## config.mk

```make
export PLATFORM = sky130hd
export DESIGN_NAME = mfm_track_sector_extractor
export DESIGN_NICKNAME = d
export VERILOG_FILES = /design/src/rtl/core/mte_pkg.sv /design/src/rtl/core/mte_front.sv /design/src/rtl/core/mte_queue.sv /design/src/rtl/core/mte_back.sv /design/src/rtl/core/mfm_track_sector_extractor.sv
export SDC_FILE = /design/constraint.sdc
export NUM_CORES = 1
export LEC_CHECK = 0
export ABC_AREA = 1
export BUFFER_PORTS_ARGS = -buffer_cell sky130_fd_sc_hd__buf_2
export CAP_MARGIN = 20
export CORE_ASPECT_RATIO = 1.5
export CORE_MARGIN = 5
export CORE_UTILIZATION = 64
export DETAILED_ROUTE_END_ITERATION = 12
export PLACE_DENSITY = 0.81
export SLEW_MARGIN = 10
export SYNTH_ARGS = -nofsm -noshare
export SYNTH_HDL_FRONTEND = slang
export SYNTH_SLANG_ARGS = --single-unit
```

## constraint.sdc

```tcl
create_clock -name clk -period 8.94 [get_ports clk]
set_input_delay 0.894 -clock clk [delete_from_list [all_inputs] [get_ports clk]]
set_output_delay 0.894 -clock clk [all_outputs]
set_load 0.01 [all_outputs]
```

## src/rtl/core/mte_pkg.sv

```systemverilog
// Shared types, constants and widths for the MFM track sector extractor.
package mte_pkg;

  localparam int TRACK_BYTES  = 6400;
  localparam int SECTOR_BYTES = 256;

  localparam int POS_W    = 13;
  localparam int QUEUE_DEPTH = 8;
  localparam int QPTR_W   = $clog2(QUEUE_DEPTH);

  localparam logic [7:0] SYNC_BYTE = 8'hA1;
  localparam logic [7:0] ID_MARK   = 8'hFE;
  localparam logic [7:0] DATA_MARK = 8'hFB;
  localparam logic [23:0] SYNC_RUN = {SYNC_BYTE, SYNC_BYTE, SYNC_BYTE};

  localparam int GAP_MIN  = 10;
  localparam int GAP_MAX  = 60;
  localparam int MARK_LEN = 3;

  localparam logic [1:0] ID_TRACK_BYTE  = 2'd3;
  localparam logic [1:0] ID_SIDE_BYTE   = 2'd2;
  localparam logic [1:0] ID_SECTOR_BYTE = 2'd1;

  localparam logic CFG_TRACKS  = 1'b0;
  localparam logic CFG_SECTORS = 1'b1;

  typedef struct packed {
    logic [7:0] tracks_per_side;
    logic [7:0] sector_count;
  } cfg_t;

  // One queued request: an optional byte to emit, then an optional capture start.
  typedef struct packed {
    logic       emit;
    logic [7:0] data;
    logic [7:0] count;
    logic       last;
    logic       start;
    logic [7:0] side;
    logic [7:0] track;
    logic [7:0] sector;
  } q_entry_t;

  typedef struct packed {
    logic empty;
    logic full;
  } q_status_t;

  typedef enum logic [1:0] {
    BK_RUN,
    BK_MUL,
    BK_ACC,
    BK_SUM
  } back_state_t;

endpackage

```

## src/rtl/core/mte_front.sv

```systemverilog
// Front end: track position, mark detection, ID collection and capture control.
module mte_front (
  input  logic              clk,
  input  logic              rst,
  input  logic              accept,
  input  logic [7:0]        track_byte,
  input  logic              track_start,
  input  mte_pkg::cfg_t     cfg,
  output logic              push,
  output mte_pkg::q_entry_t entry
);
  import mte_pkg::*;

  logic [23:0]      recent, recent_next;
  logic [POS_W-1:0] pos, pos_next;
  logic             pend, pend_next;
  logic [1:0]       left, left_next;
  logic [7:0]       rec_side, rec_side_next;
  logic [7:0]       rec_track, rec_track_next;
  logic [7:0]       rec_sector, rec_sector_next;
  logic [POS_W-1:0] mark, mark_next;
  logic             cap, cap_next;
  logic [7:0]       cnt, cnt_next;

  always_comb begin
    logic [POS_W-1:0] p;
    logic [POS_W-1:0] d;
    logic             sync;
    logic             last;
    recent_next     = recent;
    pos_next        = pos;
    pend_next       = pend;
    left_next       = left;
    rec_side_next   = rec_side;
    rec_track_next  = rec_track;
    rec_sector_next = rec_sector;
    mark_next       = mark;
    cap_next        = cap;
    cnt_next        = cnt;
    entry           = '0;
    push            = 1'b0;
    p               = '0;
    d               = '0;
    sync            = 1'b0;
    last            = 1'b0;
    if (accept) begin
      if (track_start) begin
        recent_next     = '0;
        pos_next        = '0;
        pend_next       = 1'b0;
        left_next       = '0;
        rec_side_next   = '0;
        rec_track_next  = '0;
        rec_sector_next = '0;
        mark_next       = '0;
        cap_next        = 1'b0;
        cnt_next        = '0;
      end
      p = pos_next;
      if (p >= POS_W'(TRACK_BYTES)) begin
        // overlong track: drop any ID in flight, hold the position
        pend_next = 1'b0;
        left_next = '0;
      end else begin
        if (cap_next) begin
          last        = (cnt_next >= 8'(SECTOR_BYTES - 1));
          entry.emit  = 1'b1;
          entry.data  = track_byte;
          entry.count = cnt_next;
          entry.last  = last;
          cnt_next    = cnt_next + 8'd1;
          if (last) begin
            cap_next = 1'b0;
          end
        end
        if (left_next != 2'd0) begin
          case (left_next)
            ID_TRACK_BYTE: rec_track_next = track_byte;
            ID_SIDE_BYTE:  rec_side_next  = track_byte;
            default: begin
              rec_sector_next = track_byte;
              if (track_byte >= 8'd1 && track_byte <= cfg.sector_count) begin
                pend_next = 1'b1;
              end
            end
          endcase
          left_next = left_next - 2'd1;
        end
        sync = (recent_next == SYNC_RUN);
        if (sync && track_byte == ID_MARK && p < POS_W'(TRACK_BYTES - 1)) begin
          pend_next = 1'b0;
          left_next = ID_TRACK_BYTE;
          mark_next = p - POS_W'(MARK_LEN);
        end else if (pend_next &&
                     {1'b0, p} >= {1'b0, mark_next} + (POS_W + 1)'(MARK_LEN)) begin
          d = p - POS_W'(MARK_LEN) - mark_next;
          if (sync && track_byte == DATA_MARK && d >= POS_W'(GAP_MIN) &&
              d < POS_W'(GAP_MAX) && p < POS_W'(TRACK_BYTES - SECTOR_BYTES - 1)) begin
            entry.start  = 1'b1;
            entry.side   = rec_side_next;
            entry.track  = rec_track_next;
            entry.sector = rec_sector_next;
            cap_next     = 1'b1;
            cnt_next     = '0;
            pend_next    = 1'b0;
          end else if (d >= POS_W'(GAP_MAX - 1)) begin
            pend_next = 1'b0;
          end
        end
        recent_next = {recent_next[15:0], track_byte};
        pos_next    = p + POS_W'(1);
      end
      push = entry.emit || entry.start;
    end
  end

  always_ff @(posedge clk) begin
    if (rst) begin
      recent     <= '0;
      pos        <= '0;
      pend       <= 1'b0;
      left       <= '0;
      rec_side   <= '0;
      rec_track  <= '0;
      rec_sector <= '0;
      mark       <= '0;
      cap        <= 1'b0;
      cnt        <= '0;
    end else begin
      recent     <= recent_next;
      pos        <= pos_next;
      pend       <= pend_next;
      left       <= left_next;
      rec_side   <= rec_side_next;
      rec_track  <= rec_track_next;
      rec_sector <= rec_sector_next;
      mark       <= mark_next;
      cap        <= cap_next;
      cnt        <= cnt_next;
    end
  end

endmodule

```

## src/rtl/core/mte_queue.sv

```systemverilog
// Short request queue between the front end and the back end.
module mte_queue (
  input  logic               clk,
  input  logic               rst,
  input  logic               push,
  input  mte_pkg::q_entry_t  push_entry,
  input  logic               pop,
  output mte_pkg::q_entry_t  head,
  output mte_pkg::q_status_t status
);
  import mte_pkg::*;

  q_entry_t          mem [QUEUE_DEPTH];
  logic [QPTR_W-1:0] wr_ptr;
  logic [QPTR_W-1:0] rd_ptr;
  logic [QPTR_W:0]   fill;
  logic              do_push;
  logic              do_pop;

  assign status.empty = (fill == '0);
  assign status.full  = (fill == (QPTR_W + 1)'(QUEUE_DEPTH));
  assign do_push      = push && !status.full;
  assign do_pop       = pop && !status.empty;
  assign head         = mem[rd_ptr];

  always_ff @(posedge clk) begin
    if (do_push) begin
      mem[wr_ptr] <= push_entry;
    end
  end

  always_ff @(posedge clk) begin
    if (rst) begin
      wr_ptr <= '0;
      rd_ptr <= '0;
      fill   <= '0;
    end else begin
      if (do_push) begin
        wr_ptr <= wr_ptr + QPTR_W'(1);
      end
      if (do_pop) begin
        rd_ptr <= rd_ptr + QPTR_W'(1);
      end
      case ({do_push, do_pop})
        2'b10:   fill <= fill + (QPTR_W + 1)'(1);
        2'b01:   fill <= fill - (QPTR_W + 1)'(1);
        default: fill <= fill;
      endcase
    end
  end

endmodule

```

## src/rtl/core/mte_back.sv

```systemverilog
// Back end: flat sector index arithmetic and the output register.
module mte_back (
  input  logic               clk,
  input  logic               rst,
  input  mte_pkg::cfg_t      cfg,
  input  mte_pkg::q_entry_t  head,
  input  mte_pkg::q_status_t qstat,
  output logic               pop,
  output logic               m_tvalid,
  input  logic               m_tready,
  output logic [39:0]        m_tdata,
  output logic               m_tlast
);
  import mte_pkg::*;

  back_state_t state, state_next;
  logic        out_free;
  logic        load;
  logic        latch;

  logic [7:0]  side_r;
  logic [7:0]  track_r;
  logic [7:0]  sector_r;
  logic [15:0] prod_a;
  logic [16:0] part_t;
  logic [23:0] prod_m;
  logic [24:0] cur_index;

  assign out_free = !m_tvalid || m_tready;

  always_comb begin
    case (state)
      BK_RUN:  state_next = latch ? BK_MUL : BK_RUN;
      BK_MUL:  state_next = BK_ACC;
      BK_ACC:  state_next = BK_SUM;
      BK_SUM:  state_next = BK_RUN;
      default: state_next = BK_RUN;
    endcase
  end

  always_comb begin
    pop   = 1'b0;
    load  = 1'b0;
    latch = 1'b0;
    case (state)
      BK_RUN: begin
        pop   = !qstat.empty && (!head.emit || out_free);
        load  = pop && head.emit;
        latch = pop && head.start;
      end
      default: begin
        pop = 1'b0;
      end
    endcase
  end

  always_ff @(posedge clk) begin
    if (rst) begin
      state <= BK_RUN;
    end else begin
      state <= state_next;
    end
  end

  always_ff @(posedge clk) begin
    if (latch) begin
      side_r   <= head.side;
      track_r  <= head.track;
      sector_r <= head.sector;
    end
    if (state == BK_MUL) begin
      prod_a <= 16'(side_r) * 16'(cfg.tracks_per_side);
      part_t <= 17'(16'(track_r) * 16'(cfg.sector_count)) + 17'(sector_r) - 17'd1;
    end
    if (state == BK_ACC) begin
      prod_m <= 24'(prod_a) * 24'(cfg.sector_count);
    end
    if (state == BK_SUM) begin
      cur_index <= 25'(prod_m) + 25'(part_t);
    end
  end

  always_ff @(posedge clk) begin
    if (rst) begin
      m_tvalid <= 1'b0;
    end else if (load) begin
      m_tvalid <= 1'b1;
    end else if (m_tready) begin
      m_tvalid <= 1'b0;
    end
  end

  always_ff @(posedge clk) begin
    if (load) begin
      m_tdata <= {head.data, head.count, cur_index[23:0]};
      m_tlast <= head.last;
    end
  end

endmodule

```

## src/rtl/core/mfm_track_sector_extractor.sv

```systemverilog
// Top level of the MFM track sector extractor: config registers and block wiring.
//
//  channel   dir  handshake          payload
//  s_*       in   tvalid/tready      tdata = track_byte, tuser = track_start
//  m_*       out  tvalid/tready      tdata = sector_index, byte_index, sector_data;
//                                    tlast = sector_last
//  cfg_*     in   cfg_we             cfg_index selects the register, cfg_data value
//
// One track byte is taken per cycle while the request queue has room. A data
// mark that starts a capture sends the back end through its index arithmetic
// states BK_MUL, BK_ACC and BK_SUM in turn, popping nothing; the eight-entry queue
// soaks those up, so the input side stalls only when the queue fills.
// Reset (rst, synchronous) loads the config defaults and clears all track state.
// The output register lets the front keep working while a result waits.
module mfm_track_sector_extractor (
  input  logic        clk,
  input  logic        rst,
  input  logic        s_tvalid,
  output logic        s_tready,
  input  logic [7:0]  s_tdata,   // [7:0] track_byte
  input  logic        s_tuser,   // [0] track_start
  output logic        m_tvalid,
  input  logic        m_tready,
  output logic [39:0] m_tdata,   // [23:0] sector_index, [31:24] byte_index,
                                 // [39:32] sector_data
  output logic        m_tlast,
  input  logic        cfg_we,
  input  logic        cfg_index,
  input  logic [7:0]  cfg_data
);
  import mte_pkg::*;

  cfg_t      cfg;
  logic      accept;
  logic      q_push;
  q_entry_t  q_in;
  q_entry_t  q_head;
  q_status_t q_stat;
  logic      q_pop;

  // config registers; write them only while the block is idle
  always_ff @(posedge clk) begin
    if (rst) begin
      cfg.tracks_per_side <= 8'd80;
      cfg.sector_count    <= 8'd17;
    end else if (cfg_we) begin
      case (cfg_index)
        CFG_TRACKS:  cfg.tracks_per_side <= cfg_data;
        CFG_SECTORS: cfg.sector_count    <= cfg_data;
        default:     cfg <= cfg;
      endcase
    end
  end

  // take a byte only when a request it may raise has a queue slot
  assign s_tready = !q_stat.full;
  assign accept   = s_tvalid && s_tready;

  mte_front u_front (
    .clk         (clk),
    .rst         (rst),
    .accept      (accept),
    .track_byte  (s_tdata),
    .track_start (s_tuser),
    .cfg         (cfg),
    .push        (q_push),
    .entry       (q_in)
  );

  mte_queue u_queue (
    .clk        (clk),
    .rst        (rst),
    .push       (q_push),
    .push_entry (q_in),
    .pop        (q_pop),
    .head       (q_head),
    .status     (q_stat)
  );

  mte_back u_back (
    .clk      (clk),
    .rst      (rst),
    .cfg      (cfg),
    .head     (q_head),
    .qstat    (q_stat),
    .pop      (q_pop),
    .m_tvalid (m_tvalid),
    .m_tready (m_tready),
    .m_tdata  (m_tdata),
    .m_tlast  (m_tlast)
  );

  // the last byte of a sector always carries the highest byte index
  assert property (@(posedge clk) disable iff (rst)
    m_tvalid && m_tlast |-> m_tdata[31:24] == 8'(SECTOR_BYTES - 1))
    else $error("sector end flagged at wrong byte index");

  // the back end never drains an empty queue
  assert property (@(posedge clk) disable iff (rst)
    q_pop |-> !q_stat.empty)
    else $error("request popped from empty queue");

  // a request is never dropped: a push implies the byte was accepted into room
  assert property (@(posedge clk) disable iff (rst)
    q_push |-> accept && !q_stat.full)
    else $error("request pushed without room");

endmodule

```

==> metrics.cfg <==
[clocking]
ctsLongestPathBuffers=3
cts.repair.resized=0
tritoncts=yes
post_cts_setup_buffer_count=0
numClockSinks=608
cts-htree-levels=2
cts-root-buf=sky130_fd_sc_hd__clkbuf_16
cts_hold_buf=0
path_clk_slew_ps=70
tritoncts.num_buffers=55
clk-insertion-delay-late_ps=660

[global_route]
use_met1=0.282
grt_antenna_before_repair=1
grt_util_met3=0.0296
globalRouteOverflowTotal=0
grt_usage=0.256
grtUsageMet2=0.492
grt_max_degree=110
grt_first_pass_wirelength_um=125000
grt-busiest-layer=met2
grt_pass1_vias=25600

[pwr]
clock_power_share=0.171
switching_share=0.422
comb_power_share=0.529
total_switching_power_uw=5940
sequentialPowerShare=0.300
static-leakage-power_uw=0.0150
vdd_drop_max_v=0.000508
power_density_nw_per_um2=373
p_int_uw=8140

[critical_path]
timing.reg2reg.worst_path_depth=23
timing.rr.start=cfg[2]
worst-path-max-fanout=47
crit_top_cell=sky130_fd_sc_hd__nand2_1
reg2reg_slack_ps=3360
timing.critical_path.buf_inv=9
timing.critical_path.to_type=flip-flop
timing.critical_path.arrival_ps=6820
worst_path_largest_cell_delay_ps=920
critical_path.top_delay_family=simple AND/OR/NAND/NOR gates
cp_slowest_cell=sky130_fd_sc_hd__nor2_4
critical_path_class=in -> reg
cp.required_ps=9270
critical_path.reg2reg.endpoint=u_back.part_t[13]
critical_path.startpoint_type=primary input

[yosys]
synthesis.yosys.warnings=0
synth_largest_area_cell=sky130_fd_sc_hd__edfxtp_1
synth.distinct_cells=49
synth.area.top_cells=sky130_fd_sc_hd__edfxtp_1 42%, sky130_fd_sc_hd__fa_1 9.6%, sky130_fd_sc_hd__ha_1 7.0%
postSynth.asyncResetShare=0
most_used_standard_cells_in_the_synthesized_netlist=518 x sky130_fd_sc_hd__inv_1, 498 x sky130_fd_sc_hd__nand2_1, 494 x sky130_fd_sc_hd__nor2_1
yosys_register_bits=608
synth_ff_type=sky130_fd_sc_hd__edfxtp_1
netlist.area_leader.share=0.419
syn-instance-count=3625
synthesis.area_per_instance_um2=9.68
synth-seq-area-share=0.486
count_of_flip_flops_with_a_built_in_enable_after_synthesis=490
post_synth_instance_area_um2=35100
syn_nets=4012
synthMostInstantiatedCell=sky130_fd_sc_hd__inv_1

[cells_and_area]
layout.cells.non_filler=4334
layout-drive-gt1-share=0.0704
nFillCells=3944
finalInstanceArea_um2=37800
synthToLayoutAreaGrowth_pct=7.65
final_net_count=3980

[run]
maxCapViolations=0

[floorplan]
core-area_um2=54500
die_area_um2=59700
num_io_pins=66
die_height_um=297
placement_rows=105
dieWidth_um=201
initial_utilization=0.644

[sta]
timing.fmax_ghz=0.154
unrepaired_setup_endpoints_after_global_routing=false
max-slew-margin-rel=0.249
final_max_slew_viol_count=0
setup_skew_after_layout_ps=62.6
timing.final.crit_period_ps=6490
post_route_setup_tns_ps=0
fin_hold_ws_ps=419
timing.final.hold_violations=0
tightestPinTransition_ps=1120
layout_worst_path_cycle_share=0.726
finalSetupViolations=0

[detailed_routing]
drt-wirelength-per-cell_um=18.0
vias_per_cell=5.84
initialDrtViolationCount=1519
routed-via-count=25300
ant_nets=0
drt_drc_violations_left=0
drt_pre_antenna_iters=6
total_wire_length_after_detailed_routing_um=77800

[min_path]
hold_start=u_back.cur_index[18]
hold_class=reg -> reg
worst_hold_path.endpoint=u_back.m_tdata[18]
hold-path-cell-count=0

[place]
placed_cell_area_um2=35800
gp_routability_congestion=0.871
port_buffers=65
post-place-cells=4228
dp_hpwl_um=52900

[run_status]
status=finished clean

cell families after synthesis:
family / count (synthesis) / synth area share
AOI/OAI and AO/OA: 648 / 0.105
xor gates and xnor gates: 96 / 0.0240
adders and majority gates: 364 / 0.166
buffers and inverters: 721 / 0.0785
DFF: 608 / 0.486
and+or+nand+nor: 1188 / 0.140
metal layers:
layer | routed length (µm) | part of all wire
met1 | 27800 | 0.36
met2 | 42500 | 0.55
met3 | 4210 | 0.054
met4 | 3430 | 0.044
met5 | 0 | 0
power by group through the flow:
| stage | clock network (µW) | registers, µW | logic, µW |
|---|---|---|---|
| 2_1_floorplan | 0 | 4110 | 5830 |
| 3_3_place_gp | 0 | 4260 | 7170 |
| 3_5_place_dp | 0 | 4270 | 7400 |
| 4_1_cts | 2440 | 4220 | 7470 |
| 5_1_grt | 2560 | 4250 | 8510 |
| 6_report | 2410 | 4220 | 7450 |
placed cells by master, fill, tap and decap left out, drive strengths merged, types with 25 or more instances in the layout:
cell type	n
inv	535
nor2	512
nand2	510
edfxtp	490
o21ai	272
ha	195
fa	169
a21oi	145
dfxtp	118
buf	100
nand3	89
a31oi	88
xor2	64
o211ai	59
clkbuf	58
o22ai	42
xnor2	32
nor3	32
clkinv	29
nand4	25
metrics by stage:
step           setup WS [ps]  total power [µW]   util
2_1_floorplan           2370              9940      -
3_3_place_gp            1810             11400  0.658
3_5_place_dp            1780             11700  0.658
4_1_cts                 2440             14100  0.692
5_1_grt                 1990             15300  0.693
6_report                2450             14100  0.693
state kept, by name (all words and copies together), names as in the netlist, 16 cells and up, named ones only:
signal / flops
u_front.recent: 24
u_back.m_tdata: 40
u_back.part_t: 17
u_queue.mem: 344
u_back.prod_m: 24
u_back.prod_a: 16
u_back.cur_index: 24
cfg: 16
area by class of cell:
class	instances	area, µm²	area share
antenna	1	2.50	0.0000662
clock buffer	58	1400	0.0370
clock inverter	44	477	0.0126
inverter	532	2000	0.0529
multi-input combinational	2296	15300	0.406
sequential	608	17100	0.452
tap	695	870	0.0230
timing repair buffer	100	628	0.0166
worst max path at each step:
| stage | startpoint | end | slack [ps] | cells after the start |
|---|---|---|---|---|
| 2_1_floorplan | s_tuser | u_queue.mem[0][0] | 2370 | 24 |
| 3_3_place_gp | s_tuser | u_queue.mem[4][11] | 1810 | 27 |
| 3_5_place_dp | s_tuser | u_queue.mem[4][37] | 1780 | 27 |
| 4_1_cts | s_tuser | u_queue.mem[4][11] | 2440 | 27 |
| 5_1_grt | s_tuser | u_queue.mem[4][11] | 1990 | 25 |
| 6_report | s_tuser | u_queue.mem[4][11] | 2450 | 27 |
Note: power is estimated with default switching activity, not from simulation.
